### src/hw/rtl/kvb_pkg.sv
// ----------------------------------------------------------------------------
// kvb_pkg
// Types and constants of the keyframe vertex blend pipeline.
// ----------------------------------------------------------------------------
`default_nettype none

package kvb_pkg;

   typedef logic signed [15:0] lane_type;     // one Q8.8 / Q1.14 / Q2.14 component
   typedef logic signed [16:0] diff_type;     // target minus source
   typedef logic signed [33:0] prod_type;     // difference times weight
   typedef logic        [16:0] weight_type;   // Q1.16 weight, 1.0 = 0x10000
   typedef logic        [14:0] env_v_type;

   localparam int LANE_COUNT = 7;             // pos x,y,z, normal x,y,z, env U
   localparam int XYZ_LANES  = 3;
   localparam int NRM_BASE   = 3;
   localparam int ENV_U_LANE = 6;
   localparam int NRM_Z_LANE = 5;
   localparam int PIPE_DEPTH = 4;

   localparam weight_type WEIGHT_ONE = 17'h10000;
   localparam diff_type   ENV_BIAS   = 17'sd16384;
   localparam env_v_type  ENV_V_MAX  = 15'd16384;

   // Weights above 1.0 saturate to exactly 1.0.
   function automatic weight_type clamp_weight(input weight_type w);
      weight_type r;
      r = w[16] ? WEIGHT_ONE : w;
      return r;
   endfunction

endpackage

`default_nettype wire

### src/hw/rtl/kvb_env_v.sv
// ----------------------------------------------------------------------------
// kvb_env_v
// Environment V from the blended normal z, saturated to [0, 1.0], registered.
// ----------------------------------------------------------------------------
`default_nettype none

module kvb_env_v import kvb_pkg::*; (
   input  wire logic     clock,
   input  wire lane_type nrm_z,
   output env_v_type     env_v_out
);

   diff_type  env_sum;
   env_v_type env_v_ff, env_v_in;

   always_comb begin
      env_sum = $signed({nrm_z[15], nrm_z}) + ENV_BIAS;
      if (env_sum[16]) begin
         env_v_in = '0;
      end else if (env_sum[15:1] > ENV_V_MAX) begin
         env_v_in = ENV_V_MAX;
      end else begin
         env_v_in = env_sum[15:1];
      end
   end

   always_ff @(posedge clock) begin
      env_v_ff <= env_v_in;
   end

   assign env_v_out = env_v_ff;

endmodule

`default_nettype wire

### config.mk
export PLATFORM = sky130hd
export DESIGN_NAME = kvb_env_v
export DESIGN_NICKNAME = d
export VERILOG_FILES = /design/src/hw/rtl/kvb_pkg.sv /design/src/hw/rtl/kvb_env_v.sv
export SDC_FILE = /design/constraint.sdc
export NUM_CORES = 1
export LEC_CHECK = 0
export ABC_AREA = 1
export BUFFER_PORTS_ARGS = -buffer_cell sky130_fd_sc_hd__buf_2
export CAP_MARGIN = 0
export CELL_PAD_IN_SITES_DETAIL_PLACEMENT = 1
export CELL_PAD_IN_SITES_GLOBAL_PLACEMENT = 1
export CORE_UTILIZATION = 25
export DETAILED_ROUTE_END_ITERATION = 10
export HOLD_SLACK_MARGIN = 0.02
export PLACE_DENSITY = 0.7
export SKIP_LAST_GASP = 1
export SYNTH_ARGS = -nofsm -noshare
export SYNTH_HDL_FRONTEND = slang
export SYNTH_SLANG_ARGS = --single-unit
### constraint.sdc
create_clock -name clock -period 0.9 [get_ports clock]
set_clock_uncertainty 0.1 [all_clocks]
set_input_delay 0 -clock clock [delete_from_list [all_inputs] [get_ports clock]]
set_output_delay 0 -clock clock [all_outputs]
set_load 0.02 [all_outputs]
==> results_dict.tcl, run 1 <==
set metrics [dict create \
    status "finished, violations left" \
    violations "negative hold slack" \
    first_pass_iters 4 \
    timing.final.crit_period_ps 850.9 \
    use_met2_pct 21.99 \
    wire_per_inst_um 9.587 \
    p_per_area_mw_per_mm2 1586 \
    start_util_pct 27.23 \
    grt_max_degree 15 \
    dp_hpwl_um 847.7 \
    power_mw 1.433 \
    timing.fmax_mhz 1175 \
    syn_avg_cell_area_sq_um 8.739 \
    worstPathMaxFanout 1 \
    tightest_slew_ps 240.6 \
    ant_nets 0 \
    timing.setup.tns_ps 0 \
    htreeDepth 1 \
    critPathKind "reg2out" \
    fin_crit_sh_pct 94.54 \
    seqCellArea_sq_um 300.3 \
    rsz0062_at_grt "false" \
    cts.sinks 15 \
    synth_fp_nets 81 \
    dieArea_sq_mm 0.002394 \
    clk_pin_slew_ps 90 \
    holdBufCountCts 14 \
    grt_use_met3_pct 2.804 \
    ys_ff_latch 15 \
    worst_setup_path_end_kind "output port" \
    avgViaCountPerCell 3.826 \
    grt-busiest-layer "met2" \
    max_stage_delay_ps 330 \
    cp_top_family "flip-flops" \
    gp_congestion 0.6455 \
    port_buffers 30 \
    hold_viol_final 1 \
    grt_pass1_vias 532 \
    grt_pass1_wl_mm 2.325 \
    critPathRequiredTime_ps 800 \
    antenna_found_initial 0 \
    final_cell_mix "buf_2 (24), inv_1 (16), dfxtp_1 (15)" \
    fp.coreArea_sq_mm 0.002022 \
    whs_ps -89.55 \
    clockBufferDepth 2 \
    area_delta_synth_final_pct 64.09 \
    routed_wl_mm 1.323 \
    diodes 0 \
    yosys-top-cells-area "dfxtp_1 (55%), inv_1 (11%), nor2_2 (9.1%), nor2_1 (8.9%), nor2_4 (4.1%)" \
    relSlewSlack_pct 83.95 \
    ys_seq_area_share_pct 54.55 \
    grt_overflow 0 \
    cts_buffers 3 \
    grtUsageMet1_pct 15.08 \
    path_buf_inv 1 \
    vias 528 \
    cts_setup_buffers 0 \
    final_common_cell "buf_2" \
    drc 0 \
    fin_nets 130 \
    fillers 266 \
    track_usage_pct 13.59 \
    rows 16 \
    yosys.cell_types.count 10 \
    synth_top_area_cell "dfxtp_1" \
    crit_cells 1 \
    cts_root_buf "clkbuf_4" \
    drt_iter0_drc 1 \
    synth_top_area_share_pct 54.55 \
    drive_gt1_share_pct 41.44 \
    ys_warn_count 0 \
    syn-cell-area_sq_um 550.5 \
    cp.arrival_ps 750 \
    die_y_um 48.93 \
    cp-endpoint "env_v_out[0]" \
    setup_viol 0 \
    dieWidth_um 48.93 \
    p_leak_nw 0.4865 \
    largest_reg_flops 15 \
    peakVddDrop_mv 0.6582 \
    cts_tree "yes" \
    slowest_stage "dfxtp_1" \
    startpoint "env_v_out[0]" \
    place_ws_ps -176.6 \
    multi_input_area_sq_um 170.2 \
    start_kind "register" \
    fin_util_pct 44.68 \
    path_cells "buf_4" \
    ioPinCount 32 \
    setup_ws_ps 49.12 \
    finalMaxSlewViolations 0 \
    syn_inst 63 \
    max-cap-violations 0 \
    hold_path_class "in2reg" \
]
how the worst min path moves through the flow:
stage	start	endpoint	depth (start not counted)
6_report	nrm_z[15]	env_v_out[14]	3
5_1_grt	nrm_z[15]	env_v_out[14]	3
4_1_cts	nrm_z[15]	env_v_out[14]	3
3_5_place_dp	nrm_z[5]	env_v_out[4]	3
3_3_place_gp	nrm_z[1]	env_v_out[0]	3
2_1_floorplan	nrm_z[14]	env_v_out[13]	1
routing by layer:
metal	up-vias	part of all wire [%]
li1	270	-
met1	232	43
met2	22	48
met3	4	5.0
met4	0	3.3
met5	-	0
metrics by stage:
step	instances	cell area, sq um	hold WS, ps
2_1_floorplan	63	550.5	-27.62
3_3_place_gp	120	721.9	129.3
4_1_cts	138	888.4	-83.53
5_1_grt	138	903.4	-89.42
6_report	138	903.4	-89.55
3_5_place_dp	120	721.9	137.7
kinds of logic after synthesis:
group / Yosys count / synth area share [%]
buffers and inverters: 17 / 14.55
DFF: 15 / 54.55
and+or+nand+nor: 30 / 28.64
adders and majority gates: 1 / 2.272
synth_stat cells, drive strengths merged:
| cell type | instances |
|---|---|
| ha | 1 |
| inv | 16 |
| nand2 | 7 |
| dfxtp | 15 |
| nor2 | 23 |
| buf | 1 |
what timing repair did:
| action | 4_1_cts | 5_1_grt |
|---|---|---|
| endpoints found under the hold margin | 15 | 1 |
| gates resized for setup | 0 | 6 |
| setup endpoints to repair | 0 | 6 |
area by class of cell:
type | count | share of cell area, %
Multi-Input combinational cell | 31 | 18.84
Tap cell | 27 | 3.740
Sequential cell | 15 | 33.24
Timing Repair Buffer | 45 | 34.63
Inverter | 16 | 6.648
Clock buffer | 4 | 2.909
report_power, final:
part	internal (mW)	switching, mW	total (mW)
registers	0.714	0.0123	0.726
clock network	0.172	0.212	0.384
logic	0.145	0.178	0.323
total	1.03	0.402	1.43
Note: power is estimated with default switching activity, not from simulation.
==> run 2: changes to the inputs <==
--- a/config.mk
+++ b/config.mk
@@ -5,7 +5,6 @@
 export SDC_FILE = /design/constraint.sdc
 export NUM_CORES = 1
 export LEC_CHECK = 0
-export ABC_AREA = 1
 export BUFFER_PORTS_ARGS = -buffer_cell sky130_fd_sc_hd__buf_2
 export CAP_MARGIN = 0
 export CELL_PAD_IN_SITES_DETAIL_PLACEMENT = 1
==> results_dict.tcl, run 2 <==
set metrics [dict create \
    syn-cell-area_sq_um 475.5 \
    largest_reg_flops 15 \
    drt_iter0_drc 0 \
    area_delta_synth_final_pct 73.42 \
    synth_top_area_cell "dfxtp_1" \
    gp_congestion 0.5517 \
    critPathKind "reg2out" \
    cts_buffers 3 \
    hold_path_class "in2reg" \
    timing.fmax_mhz 1151 \
    worstHoldEndpoint "env_v_out[14]" \
    syn_avg_cell_area_sq_um 13.98 \
    ys_top_cells_by_count "dfxtp_1 (15), and3b_1 (8), and3b_2 (5)" \
    grt_pass1_wl_mm 1.614 \
    max-cap-violations 0 \
    drive_gt1_share_pct 51.81 \
    rsz0062_at_grt "false" \
    routed_wl_mm 1.112 \
    slowest_stage "dfxtp_1" \
    final_common_cell "buf_2" \
    timing.setup.tns_ps 0 \
    cts_root_buf "clkbuf_4" \
    timing.final.crit_period_ps 868.8 \
    grt_max_degree 16 \
    finalMaxSlewViolations 0 \
    start_util_pct 27.24 \
    fin_nets 102 \
    status "finished, final reports clean" \
    fin_util_pct 47.24 \
    synth_edf_count 0 \
    ioPinCount 32 \
    avgViaCountPerCell 3.880 \
    path_cells "buf_2" \
    grt_overflow 0 \
    worst_setup_path_end_kind "output port" \
    yosys.cell_types.count 8 \
    peakVddDrop_mv 0.5853 \
    antenna_found_initial 0 \
    synth.most_common_cell "dfxtp_1" \
    cp.arrival_ps 770 \
    synth_top_area_share_pct 63.16 \
    drc 0 \
    placed_area_sq_um 656.9 \
    rows 15 \
    hold_viol_final 0 \
    die_y_um 45.61 \
    dieWidth_um 45.61 \
    cts_tree "yes" \
    worstPathMaxFanout 1 \
    cp_top_family "flip-flops" \
    clockBufferDepth 2 \
    worstHoldPathCells 4 \
    port_buffers 30 \
    ys_seq_area_share_pct 63.16 \
    cts-resized-gates 0 \
    relSlewSlack_pct 77.82 \
    vias 419 \
    final_cell_mix "buf_2 (30), dfxtp_1 (15), dlygate4sd3_1 (14)" \
    syn_inst 34 \
    setup_viol 0 \
    critPathRequiredTime_ps 800 \
    p_per_area_mw_per_mm2 1646 \
    cts.sinks 15 \
    min-delay-start "nrm_z[15]" \
    htreeDepth 1 \
    fin_crit_sh_pct 96.53 \
    ys.flop_type "dfxtp_1" \
    whs_ps 103.9 \
    p_leak_nw 0.4468 \
    async_reset_ff_share_pct 0 \
    grt_pass1_vias 400 \
    wire_per_inst_um 10.30 \
    track_usage_pct 11.71 \
    dieArea_sq_mm 0.002080 \
    fp.coreArea_sq_mm 0.001745 \
    tightest_slew_ps 332.7 \
    ys_ff_latch 15 \
    yosys-top-cells-area "dfxtp_1 (63%), and3b_1 (15%), and3b_2 (11%), buf_6 (4.7%), ha_1 (2.6%)" \
    fillers 218 \
    start_kind "register" \
    ys_warn_count 0 \
    max_stage_delay_ps 330 \
    synth_fp_nets 52 \
    final_area_sq_um 824.5 \
    first_pass_iters 1 \
    clk_pin_slew_ps 80 \
    ant_nets 0 \
    dp_hpwl_um 748 \
    diodes 0 \
    path_buf_inv 1 \
    setup_ws_ps 31.20 \
    place_ws_ps -149.6 \
]
==> run 2: cell types whose count changed in the layout (fill, tap and decap cells not counted), sizes merged <==
cell | before | now
nor2 | 23 | 1
inv | 16 | 1
and3b | 0 | 13
nand2 | 7 | 0
buf | 31 | 33
clkbuf | 4 | 3
clkinv | 0 | 1
nor3b | 0 | 1
==> run 2: stage by stage <==
stage | total power [mW] | std cells
after CTS | 1.382 | 108
after global placement | 0.9641 | 90
after detailed placement | 0.9691 | 90
final | 1.357 | 108
after floorplan | 0.8819 | 34
after global routing | 1.424 | 108
==> run 2: logic make-up (layout without fill, tap and decap cells) <==
group	after synthesis	after routing	share of synthesized area [%]
fa+ha+maj	1	1	2.631
buf+inv	3	52	5.525
flops	15	15	63.16
simple gates	15	15	28.68
==> run 2: power breakdown <==
group | switching (mW) | internal, mW | leakage [nW]
clock network | 0.194 | 0.164 | 0.0177
registers | 0.0106 | 0.713 | 0.124
logic | 0.133 | 0.142 | 0.305
total | 0.337 | 1.02 | 0.447
==> run 2: repair_timing <==
action                                 CTS  global route
endpoints found under the hold margin   14             0
setup endpoints to repair                0             0
setup buffers                            0             0
hold buffers                            14             0
==> run 2: worst max path at each step <==
| stage | start | slack, ps | endpoint | depth (start not counted) |
|---|---|---|---|---|
| floorplan | nrm_z[14] | 40 | env_v_out[10] | 4 |
| global placement | nrm_z[14] | -130 | env_v_out[1] | 4 |
| detailed placement | nrm_z[14] | -150 | env_v_out[1] | 4 |
| CTS | env_v_out[13] | 30 | env_v_out[13] | 1 |
| global route | env_v_out[13] | 10 | env_v_out[13] | 1 |
| finish | env_v_out[13] | 30 | env_v_out[13] | 1 |
==> run 2: layout make-up <==
type | instances | area, sq um | share of cell area, %
Timing Repair Buffer | 47 | 312.8 | 37.94
Sequential cell | 15 | 300.3 | 36.42
Multi-Input combinational cell | 16 | 148.9 | 18.06
Tap cell | 25 | 31.28 | 3.794
Clock buffer | 3 | 22.52 | 2.731
Clock inverter | 1 | 5.005 | 0.6070
Inverter | 1 | 3.754 | 0.4552
==> run 2: layer usage <==
layer	wire length, um	track usage, %	up-vias
met5	0	0	-
met4	19	10.91	0
met3	49	1.190	2
met2	604	22.00	17
met1	438	10.71	187
li1	-	-	213
