File: src/hw/rtl/kvb_pkg.sv
// ----------------------------------------------------------------------------
// kvb_pkg
// Types and constants of the keyframe vertex blend pipeline.
// ----------------------------------------------------------------------------
`default_nettype none

package kvb_pkg;

   typedef logic signed [15:0] lane_type;     // one Q8.8 / Q1.14 / Q2.14 component
   typedef logic signed [16:0] diff_type;     // target minus source
   typedef logic signed [33:0] prod_type;     // difference times weight
   typedef logic        [16:0] weight_type;   // Q1.16 weight, 1.0 = 0x10000
   typedef logic        [14:0] env_v_type;

   localparam int LANE_COUNT = 7;             // pos x,y,z, normal x,y,z, env U
   localparam int XYZ_LANES  = 3;
   localparam int NRM_BASE   = 3;
   localparam int ENV_U_LANE = 6;
   localparam int NRM_Z_LANE = 5;
   localparam int PIPE_DEPTH = 4;

   localparam weight_type WEIGHT_ONE = 17'h10000;
   localparam diff_type   ENV_BIAS   = 17'sd16384;
   localparam env_v_type  ENV_V_MAX  = 15'd16384;

   // Weights above 1.0 saturate to exactly 1.0.
   function automatic weight_type clamp_weight(input weight_type w);
      weight_type r;
      r = w[16] ? WEIGHT_ONE : w;
      return r;
   endfunction

endpackage

`default_nettype wire

File: src/hw/rtl/kvb_blend_lane.sv
// ----------------------------------------------------------------------------
// kvb_blend_lane
// One component of the blend: a + floor((b - a) * w / 65536) in three stages.
// ----------------------------------------------------------------------------
`default_nettype none

module kvb_blend_lane import kvb_pkg::*; (
   input  wire logic       clock,
   input  wire lane_type   a_in,
   input  wire lane_type   b_in,
   input  wire weight_type weight,
   output lane_type        res_out
);

   lane_type   a1_ff, a1_in;
   diff_type   d1_ff, d1_in;
   weight_type w1_ff, w1_in;
   lane_type   a2_ff, a2_in;
   prod_type   prod2_ff, prod2_in;
   lane_type   res3_ff, res3_in;

   // Stage 1: difference of the two keyframes.
   always_comb begin
      a1_in = a_in;
      d1_in = {b_in[15], b_in} - {a_in[15], a_in};
      w1_in = weight;
   end

   // Stage 2: signed difference times unsigned weight.
   always_comb begin
      a2_in    = a1_ff;
      prod2_in = d1_ff * $signed({1'b0, w1_ff});
   end

   // Stage 3: the arithmetic shift by 16 floors; only the low 16 bits survive.
   always_comb begin
      res3_in = lane_type'(a2_ff + prod2_ff[31:16]);
   end

   always_ff @(posedge clock) begin
      a1_ff    <= a1_in;
      d1_ff    <= d1_in;
      w1_ff    <= w1_in;
      a2_ff    <= a2_in;
      prod2_ff <= prod2_in;
      res3_ff  <= res3_in;
   end

   assign res_out = res3_ff;

endmodule

`default_nettype wire

File: config.mk
export PLATFORM = sky130hd
export DESIGN_NAME = kvb_blend_lane
export DESIGN_NICKNAME = d
export VERILOG_FILES = /design/src/hw/rtl/kvb_pkg.sv /design/src/hw/rtl/kvb_blend_lane.sv
export SDC_FILE = /design/constraint.sdc
export NUM_CORES = 1
export LEC_CHECK = 0
export BUFFER_PORTS_ARGS = -buffer_cell sky130_fd_sc_hd__buf_2
export CORE_ASPECT_RATIO = 0.7
export CORE_MARGIN = 4
export CORE_UTILIZATION = 49
export CTS_BUF_LIST = sky130_fd_sc_hd__clkbuf_8
export DETAILED_ROUTE_END_ITERATION = 10
export GPL_TIMING_DRIVEN = 1
export PLACE_DENSITY = 0.69
export SETUP_SLACK_MARGIN = 0.3
export SLEW_MARGIN = 40
export SYNTH_ARGS = -nofsm -noshare
export SYNTH_HDL_FRONTEND = slang
export SYNTH_SLANG_ARGS = --single-unit
File: constraint.sdc
create_clock -name clock -period 5.5 [get_ports clock]
set_input_delay 1.375 -clock clock [delete_from_list [all_inputs] [get_ports clock]]
set_output_delay 1.375 -clock clock [all_outputs]
set_load 0.02 [all_outputs]
==> key figures, run 1 <==
Final layout
  • Final Cell Area: 14,700 um2
  • Share of layout cells above drive strength 1: 18.8%
  • Final nets: 1,888
  • Layout area overhead: 17.1%
  • ANT cells: 0

Place
  • Hpwl dp: 27,300 um
  • GPL Wtd Cong: 0.921
  • Placed instance area: 14,100 um2
  • Port-buffer cells: 65
  • Place WS: -0.296 ns

Synthesis
  • Post-synth EDFFs: 0
  • Yosys warning total: 0
  • Syn nets: 1,738
  • Post-synth ARST share: 0%
  • Sequential area share after synthesis: 15.6%
  • Yosys cell types: 51
  • Syn Std Cell Area: 12,600 um2
  • Gate Count Post-Synth: 1,326
  • Mapped Avg Cell Area: 9.50 um2
  • Most used flip-flop cell after synthesis: dfxtp_1
  • Register bit total from synthesis: 98

Clocking
  • Max clock buf depth: 2
  • TritonCTS clock tree: built
  • Clk pin slew, worst setup/hold paths: 0.13 ns
  • Sink Count: 98
  • Skew-Pair Late Insertion Delay: 0.38 ns
  • TritonCTS Buffers: 9
  • H-tree lvl count: 3
  • CTS Root Cell: clkbuf_8

Floorplanning
  • Ports: 66
  • Core region area: 25,000 um2
  • Full die area: 28,400 um2
  • FP Rows: 48
  • Initial Utilization: 50.4%
  • Die Y-Extent: 142 um
  • Die Wd: 200 um

Detailed routing
  • DR pass1 iterations: 5
  • Remaining DRCs: 0
  • Drt wl/cell: 17.9 um
  • Routed Antenna Nets: 0
  • Detailed Route Iter0 Violations: 625
  • Vias per cell: 5.15
  • WL final: 32,300 um
  • Via count: 9,300

Worst setup path
  • Crit path launch: w1_ff[7]
  • CP arrival: 5.88 ns
  • Crit path depth: 18
  • CP startpoint kind: flop
  • Slowest stage cell, crit path: fa_1
  • Reg2reg start: w1_ff[7]
  • Critical Path RT: 5.77 ns
  • Crit end category: flop
  • Crit-path max FO: 6
  • Worst Reg2Reg Path Length in Cells: 18
  • Crit-path max cell delay: 0.57 ns
  • Crit path kind: flop to flop
  • CP most frequent cell: fa_1
  • Worst Path Buf+Inv: 4
  • Crit-path leading delay family: adder cells
  • Crit-path cells: nand2_1 -> fa_1 -> inv_1 -> fa_1 -> inv_1 -> fa_1 -> inv_1 -> fa_2 -> fa_1 -> fa_1 -> ha_4 -> a21o_1 -> a21o_1 -> a21o_1 -> a31o_1 -> a221o_1 -> buf_4 -> xor2_1

Worst hold path
  • Worst hold-check path type: flop to flop
  • Worst hold stages: 0
  • Hold_sp: a1_ff[1]

Global route
  • Largest net degree at the start of global routing: 20
  • GR Overflow Total: 0
  • First-pass GRT wire length: 52,300 um
  • Initial antenna violation count: 2
  • Total GRT Usage: 23.6%
  • Via count of the first global-routing pass: 9,695

Timing
  • RSZ-0062 raised after global routing: true
  • Worst hold slack: 0.308 ns
  • Final Setup Violations: 3
  • Fmax: 0.178 GHz
  • Final Hold Vio Count: 0
  • Final period util: 102%
  • Slew HR: 50.8%
  • Final worst-path setup slack: -0.110 ns
  • Skew final: 0.0320 ns
  • Fin crit period: 5.61 ns
  • Final max-slew violation count: 0
  • Slew @ Worst Pin: 0.734 ns

Status
  • Outcome: finished with violations
  • Violated checks: setup timing

Flow run
  • Max Cap Viol: 0
-- synthesized netlist by cell type (2+ instances only) --
cell type | n | area (um2)
o21bai_1 | 5 | 37.5
dfxtp_1 | 98 | 1960
o21a_1 | 6 | 45.0
o211ai_1 | 2 | 15.0
nand2_1 | 130 | 488
nor3_1 | 5 | 25.0
a211o_1 | 3 | 26.3
fa_1 | 225 | 4500
nor2_1 | 30 | 113
and3_1 | 7 | 43.8
xor2_1 | 12 | 105
a21o_1 | 20 | 150
xnor2_1 | 40 | 350
a21oi_1 | 41 | 205
o21ai_0 | 17 | 85.1
a311oi_1 | 2 | 17.5
clkbuf_1 | 33 | 124
a31oi_1 | 5 | 31.3
inv_1 | 284 | 1070
o21ai_1 | 6 | 30.0
nor2b_1 | 8 | 50.1
ha_1 | 137 | 1710
a31o_1 | 2 | 17.5
o41ai_2 | 2 | 32.5
and2_1 | 155 | 970
nand4_1 | 3 | 18.8
nand3_1 | 9 | 45.0
a211oi_1 | 4 | 30.0
nand2b_1 | 13 | 81.3
-- cells by family after synthesis --
| kind of cell | after synthesis | synth area share [%] |
|---|---|---|
| AOI/OAI and AO/OA | 132 | 7.10 |
| xor gates and xnor gates | 52 | 3.62 |
| adders and majority gates | 362 | 49.4 |
| buffers and inverters | 318 | 9.48 |
| DFF | 98 | 15.6 |
| and+or+nand+nor | 364 | 14.8 |
-- layout make-up --
type | instances | area, um2
clock buffers | 9 | 124
multi-input cells | 910 | 9750
well taps | 325 | 407
repair buffers | 172 | 1280
inverters | 285 | 1070
fillers | 2116 | 10200
clock inverters | 7 | 91.3
flip-flops and latches | 98 | 2020
-- sequential cells by signal, indices dropped and copies added, names as in the netlist --
signal,flops
a1_ff,16
a2_ff,16
d1_ff,17
prod2_ff,16
res_out,16
w1_ff,17
-- through the flow --
step / TNS (ns) / instances / utilization [%]
final: -0.286 / 1806 / 59.0
after global routing: -1.32 / 1806 / 59.0
after detailed placement: -1.95 / 1777 / 56.5
after CTS: -0.134 / 1795 / 58.0
after global placement: -1.07 / 1777 / 56.5
after floorplan: 0 / 1326 / -
-- final timing paths --
check	endpoint	slack, ns
worst min-delay path	a2_ff[1]	0.31
worst min register to register	a2_ff[1]	0.31
worst max register to register	prod2_ff[22]	-0.11
worst max-delay path	prod2_ff[22]	-0.11
-- metal layers --
metal	vias up	global-route usage, %	share of wire (%)
met5	-	0	0.022
met4	2	2.82	0.51
met3	14	6.70	10
met2	345	31.8	40
met1	4616	38.4	50
li1	4323	-	-
-- worst register-to-register path, cell delays in order (launching register included) --
cell and delay, ns:
dfxtp_4 0.45, nand2_1 0.10, fa_1 0.53, inv_1 0.05, fa_1 0.50, inv_1 0.05, fa_1 0.54, inv_1 0.06
fa_2 0.56, fa_1 0.44, fa_1 0.57, ha_4 0.22, a21o_1 0.18, a21o_1 0.19, a21o_1 0.19, a31o_1 0.20
a221o_1 0.38, buf_4 0.16, xor2_1 0.13
-- cell usage in the layout, fill, tap and decap left out, drive strengths merged, types with 9 or more instances in the layout --
| cell type | n |
|---|---|
| nor2 | 30 |
| clkbuf | 10 |
| fa | 225 |
| nand2b | 13 |
| inv | 287 |
| nand2 | 130 |
| xor2 | 12 |
| dfxtp | 98 |
| xnor2 | 40 |
| and2 | 156 |
| buf | 171 |
| nand3 | 9 |
| ha | 137 |
| a21o | 20 |
| a21oi | 42 |
| o21ai | 23 |
-- repair_timing --
item                                    CTS  global route
buffers inserted                          2            11
hold endpoints to repair                  0             0
pin swaps                                10            22
endpoints found under the setup margin   16            16
gates cloned                              0             0
hold buffers                              0             0
resized for setup                        44            48
Power of run 1 is not shown: default switching activity piles up to over one toggle a cycle in this logic, so the estimate is an artifact.
==> run 2: changes to the inputs <==
CORE_UTILIZATION = 39   (was 49)
PLACE_DENSITY = default   (was 0.69)
==> run 2 against run 1 <==
  * The flow still finishes with violations (setup timing)
  * Hold slack better by 0.021 ns
  * Sequential share of layout area is 0.23 points lower
  * Wire length is 4.7% higher
  * Core utilization is 11 points lower
  * Maximum frequency is 0.43% lower
  * Sequential cell count stayed put
  * Cell area is 2.5% higher
  * First-iteration DRC count is 13% lower
  * Global-route usage is 3.8 points lower
  * Worst setup slack worse by 0.024 ns
  * Critical path depth stayed put
  * Highest routed layer is now met4
  * Clock skew hardly changed
==> key figures, run 2 (synthesized netlist as in run 1, its figures left out) <==
Global route
  • Largest net degree at the start of global routing: 18
  • GR Overflow Total: 0
  • Via count of the first global-routing pass: 9,997
  • First-pass GRT wire length: 54,600 um
  • Total GRT Usage: 19.8%
  • Initial antenna violation count: 0

Detailed routing
  • Drt wl/cell: 17.6 um
  • Via count: 9,356
  • WL final: 33,800 um
  • Detailed Route Iter0 Violations: 544
  • DR pass1 iterations: 5
  • Vias per cell: 4.87
  • Routed Antenna Nets: 0
  • Remaining DRCs: 0

Place
  • GPL Wtd Cong: 0.847
  • Port-buffer cells: 65
  • Hpwl dp: 27,600 um

Final layout
  • Top flop regs: d1_ff x17, w1_ff x17
  • Most common cell after layout, fill and taps aside: inv_1
  • Fin util: 48.0%
  • Fillers: 2,992
  • Share of layout cells above drive strength 1: 21.2%
  • Most frequent cells in the layout: 274 x inv_1, 213 x fa_1, 149 x and2_1
  • Final nets: 1,909
  • Layout area overhead: 20.0%

Clocking
  • Max clock buf depth: 2
  • Clk pin slew, worst setup/hold paths: 0.11 ns
  • Sink Count: 98
  • Hold Buf Count CTS: 0
  • H-tree lvl count: 3
  • CTS Root Cell: clkbuf_8
  • Skew-Pair Late Insertion Delay: 0.42 ns
  • TritonCTS clock tree: built
  • TritonCTS Buffers: 9

Timing
  • Final max-slew violation count: 0
  • RSZ-0062 raised after global routing: true
  • Worst hold slack: 0.329 ns
  • Setup_tns: -0.310 ns
  • Slew @ Worst Pin: 0.607 ns
  • Final Setup Violations: 5
  • Final worst-path setup slack: -0.135 ns
  • Final Hold Vio Count: 0
  • Slew HR: 59.5%
  • Fin crit period: 5.63 ns
  • Skew final: 0.0321 ns
  • Final period util: 102%
  • Fmax: 0.177 GHz

Worst setup path
  • Crit path kind: flop to flop
  • Crit-path max FO: 5
  • Crit end category: flop
  • Critical Path RT: 5.83 ns
  • CP arrival: 5.97 ns
  • Reg2reg end: prod2_ff[30]
  • Worst Reg2Reg Path Length in Cells: 18
  • R2r setup slk: -0.13 ns
  • Reg2reg start: d1_ff[5]
  • CP startpoint kind: flop

Status
  • Outcome: finished with violations
  • Violated checks: setup timing

Worst hold path
  • Worst hold-check path type: flop to flop
  • Worst Hold End: a2_ff[13]
  • Worst hold stages: 0
  • Hold_sp: a1_ff[13]

Floorplanning
  • Die Wd: 223 um
  • Initial Utilization: 40.0%
  • Ports: 66
  • Core region area: 31,500 um2
  • Full die area: 35,300 um2
  • FP Rows: 54
  • Die Y-Extent: 158 um

Flow run
  • Max Cap Viol: 0
-- run 2: metrics by stage --
step | instances | cell area [um2] | worst slack [ns]
after global placement | 1878 | 14300 | -0.225
final | 1923 | 15100 | -0.135
after detailed placement | 1878 | 14300 | -0.245
after CTS | 1906 | 14700 | -0.0395
after global routing | 1922 | 15100 | -0.267
after floorplan | 1326 | 12800 | 0.254
-- run 2: repair_timing --
| action | 4_1_cts | 5_1_grt |
|---|---|---|
| pin swaps | 11 | 20 |
| resized for setup | 78 | 65 |
| endpoints found under the setup margin | 16 | 15 |
| setup buffers | 12 | 16 |
| cloned | 0 | 0 |
-- run 2: layout make-up --
cell class	instances	area (um2)	share of cell area, %
Antenna cell	1	2.50	0.0166
Inverter	285	1070	7.09
Tap cell	420	526	3.48
Timing Repair Buffer	193	1440	9.51
Sequential cell	98	2040	13.5
Clock inverter	6	47.5	0.315
Clock buffer	10	138	0.911
Multi-Input combinational cell	910	9850	65.2
-- run 2: worst max path at each step --
stage | start | endpoint
final | d1_ff[5] | prod2_ff[30]
after global routing | d1_ff[5] | prod2_ff[30]
after CTS | w1_ff[8] | prod2_ff[31]
after detailed placement | w1_ff[6] | prod2_ff[29]
after global placement | w1_ff[11] | prod2_ff[31]
after floorplan | w1_ff[7] | prod2_ff[30]
-- run 2: layer usage --
metal	part of all wire (%)	global-route usage [%]	up-vias
li1	-	-	4368
met3	9.1	5.46	25
met5	0	0	-
met2	38	27.0	328
met4	0.95	3.08	0
met1	52	31.5	4635
-- run 2: worst max-delay path, cell delays in order (launching register included) --
cell and delay [ns]:
dfxtp_4 0.38, buf_12 0.13, and2_4 0.15, fa_1 0.53, inv_1 0.05, fa_1 0.50, fa_1 0.43, fa_1 0.55
inv_2 0.06, fa_1 0.54, fa_1 0.47, ha_4 0.29, and3_4 0.21, a211oi_4 0.23, o211ai_1 0.13, a31o_1 0.25
a221o_1 0.37, a41oi_2 0.17, xnor2_1 0.13
Power of run 2 is left out for the same reason.
==> run 3: changes to the inputs <==
CORE_UTILIZATION = 50   (was 39)
PLACE_DENSITY = 0.7   (was default)
==> run 3 against run 2 <==
  * The flow still finishes with violations (setup timing)
  * Maximum frequency up 2.0%
  * Cell area down 1.6%
  * Sequential share of layout area up 0.17 points
  * Via count down 0.30%
  * Sequential cell count unchanged
  * Non-clock buffer count down 6
  * Largest cell class unchanged
  * Clock-buffer cell count down 1
  * Register-to-register slack better by 0.11 ns
  * Global-route usage up 4.1 points
  * First-iteration DRC count down 1.1%
  * Wire length down 7.3%
==> key figures, run 3 (synthesized netlist as in run 1, its figures left out) <==
Status
  • Outcome: finished with violations
  • Violated checks: setup timing

Timing
  • Slew @ Worst Pin: 0.720 ns
  • Fmax: 0.181 GHz
  • Final period util: 100%
  • Final Hold Vio Count: 0
  • Final Setup Violations: 1
  • Final max-slew violation count: 0
  • Skew final: 0.0156 ns
  • Setup_tns: -0.0244 ns
  • Slew HR: 51.8%
  • Fin crit period: 5.52 ns
  • RSZ-0062 raised after global routing: true
  • Final worst-path setup slack: -0.0244 ns

Detailed routing
  • Routed Antenna Nets: 0
  • Via count: 9,328
  • Remaining DRCs: 0
  • DR pass1 iterations: 5
  • Vias per cell: 5.12
  • Drt wl/cell: 17.2 um
  • Detailed Route Iter0 Violations: 538
  • WL final: 31,300 um

Clocking
  • CTS Root Cell: clkbuf_8
  • H-tree lvl count: 3
  • Hold Buf Count CTS: 0
  • Skew-Pair Late Insertion Delay: 0.38 ns
  • TritonCTS clock tree: built
  • Clk pin slew, worst setup/hold paths: 0.12 ns
  • Max clock buf depth: 2
  • Sink Count: 98
  • TritonCTS Buffers: 9

Global route
  • Via count of the first global-routing pass: 9,869
  • Total GRT Usage: 23.9%
  • First-pass GRT wire length: 52,700 um
  • Met1 Track Usage GR: 37.8%
  • Initial antenna violation count: 1
  • Gr busiest metal: met1
  • Largest net degree at the start of global routing: 20
  • Met3 Usage GRT: 7.55%
  • M2 GR Usage: 32.7%
  • GR Overflow Total: 0

Floorplanning
  • Initial Utilization: 50.9%
  • Ports: 66
  • FP Rows: 48
  • Full die area: 27,800 um2
  • Die Y-Extent: 141 um
  • Core region area: 24,700 um2
  • Die Wd: 198 um

Worst setup path
  • Reg2reg start: d1_ff[5]
  • Reg2reg end: prod2_ff[30]
  • Critical Path RT: 5.80 ns
  • R2r setup slk: -0.02 ns
  • Crit path kind: flop to flop
  • Crit path launch: d1_ff[5]
  • Setup crit end: prod2_ff[30]
  • Crit-path max FO: 6
  • CP startpoint kind: flop
  • CP arrival: 5.83 ns
  • Crit end category: flop
  • Worst Reg2Reg Path Length in Cells: 18

Final layout
  • Register Area: 2030 um2
  • ANT cells: 0
  • Top flop regs: d1_ff x17, w1_ff x17
  • Area of the multi-input gates: 9780 um2
  • Most common cell after layout, fill and taps aside: inv_1
  • Share of layout cells above drive strength 1: 20.4%
  • Fillers: 2,057
  • Post-route insts no fill: 1,821
  • Most frequent cells in the layout: 274 x inv_1, 216 x fa_1, 146 x and2_1
  • Layout area overhead: 18.1%
  • Final nets: 1,903

Place
  • Placed instance count: 1,774
  • Port-buffer cells: 65
  • Hpwl dp: 26,200 um
  • GPL Wtd Cong: 0.928

Flow run
  • Max Cap Viol: 0

Worst hold path
  • Worst hold-check path type: flop to flop
## run 3: cell types whose count changed in the layout (fill, tap and decap cells not counted), moves of 3 or more
cell    before  now
and2_4       7   10
and2_1     149  146
buf_6       13   10
fa_2        12    9
ha_1       124  127
ha_4        12    9
buf_4      106  103
fa_1       213  216
## run 3: layout make-up
class | instances | area share [%]
timing repair buffer | 187 | 9.17
inverter | 285 | 7.20
multi-input combinational | 910 | 65.8
tap | 325 | 2.74
clock inverter | 7 | 0.623
clock buffer | 9 | 0.833
sequential | 98 | 13.7
## run 3: metal layers
layer  wire [um]  part of all wire (%)
met5          13                 0.041
met3        3080                   9.8
met1       15500                    49
met2       12400                    40
met4         367                   1.2
## run 3: worst min-delay path by stage
stage,from,endpoint,slack (ns),cells past startpoint
global placement,a1_ff[1],a2_ff[1],0.31,0
finish,a1_ff[13],a2_ff[13],0.34,0
CTS,a1_ff[7],a2_ff[7],0.34,0
floorplan,a1_ff[0],a2_ff[0],0.31,0
global route,a1_ff[12],a2_ff[12],0.34,0
detailed placement,a1_ff[3],a2_ff[3],0.31,0
## run 3: metrics by stage
| stage | hold WS [ns] | utilization, % | instance area [um2] | worst slack, ns |
|---|---|---|---|---|
| floorplan | 0.310 | - | 12800 | 0.254 |
| global placement | 0.311 | 56.8 | 14100 | -0.163 |
| detailed placement | 0.312 | 56.8 | 14100 | -0.235 |
| CTS | 0.337 | 59.9 | 14800 | -0.0131 |
| global route | 0.343 | 60.1 | 14900 | -0.224 |
| finish | 0.335 | 60.1 | 14900 | -0.0244 |
## run 3: timing repair
action | CTS | global route
pin swaps | 30 | 12
buffers inserted | 29 | 2
endpoints found under the setup margin | 16 | 16
gates resized for setup | 108 | 10
## run 3: worst max-delay path: stages (launching register included)
cell      delay (ns)
dfxtp_4         0.40
buf_6           0.14
and2_4          0.14
fa_1            0.56
inv_2           0.05
fa_2            0.34
fa_1            0.50
fa_1            0.53
inv_2           0.05
fa_2            0.55
fa_1            0.46
ha_4            0.28
and3_4          0.21
a211oi_4        0.22
o211ai_1        0.14
a31o_1          0.25
a221o_1         0.35
a41oi_2         0.16
xnor2_1         0.13
Power of run 3 is left out for the same reason.
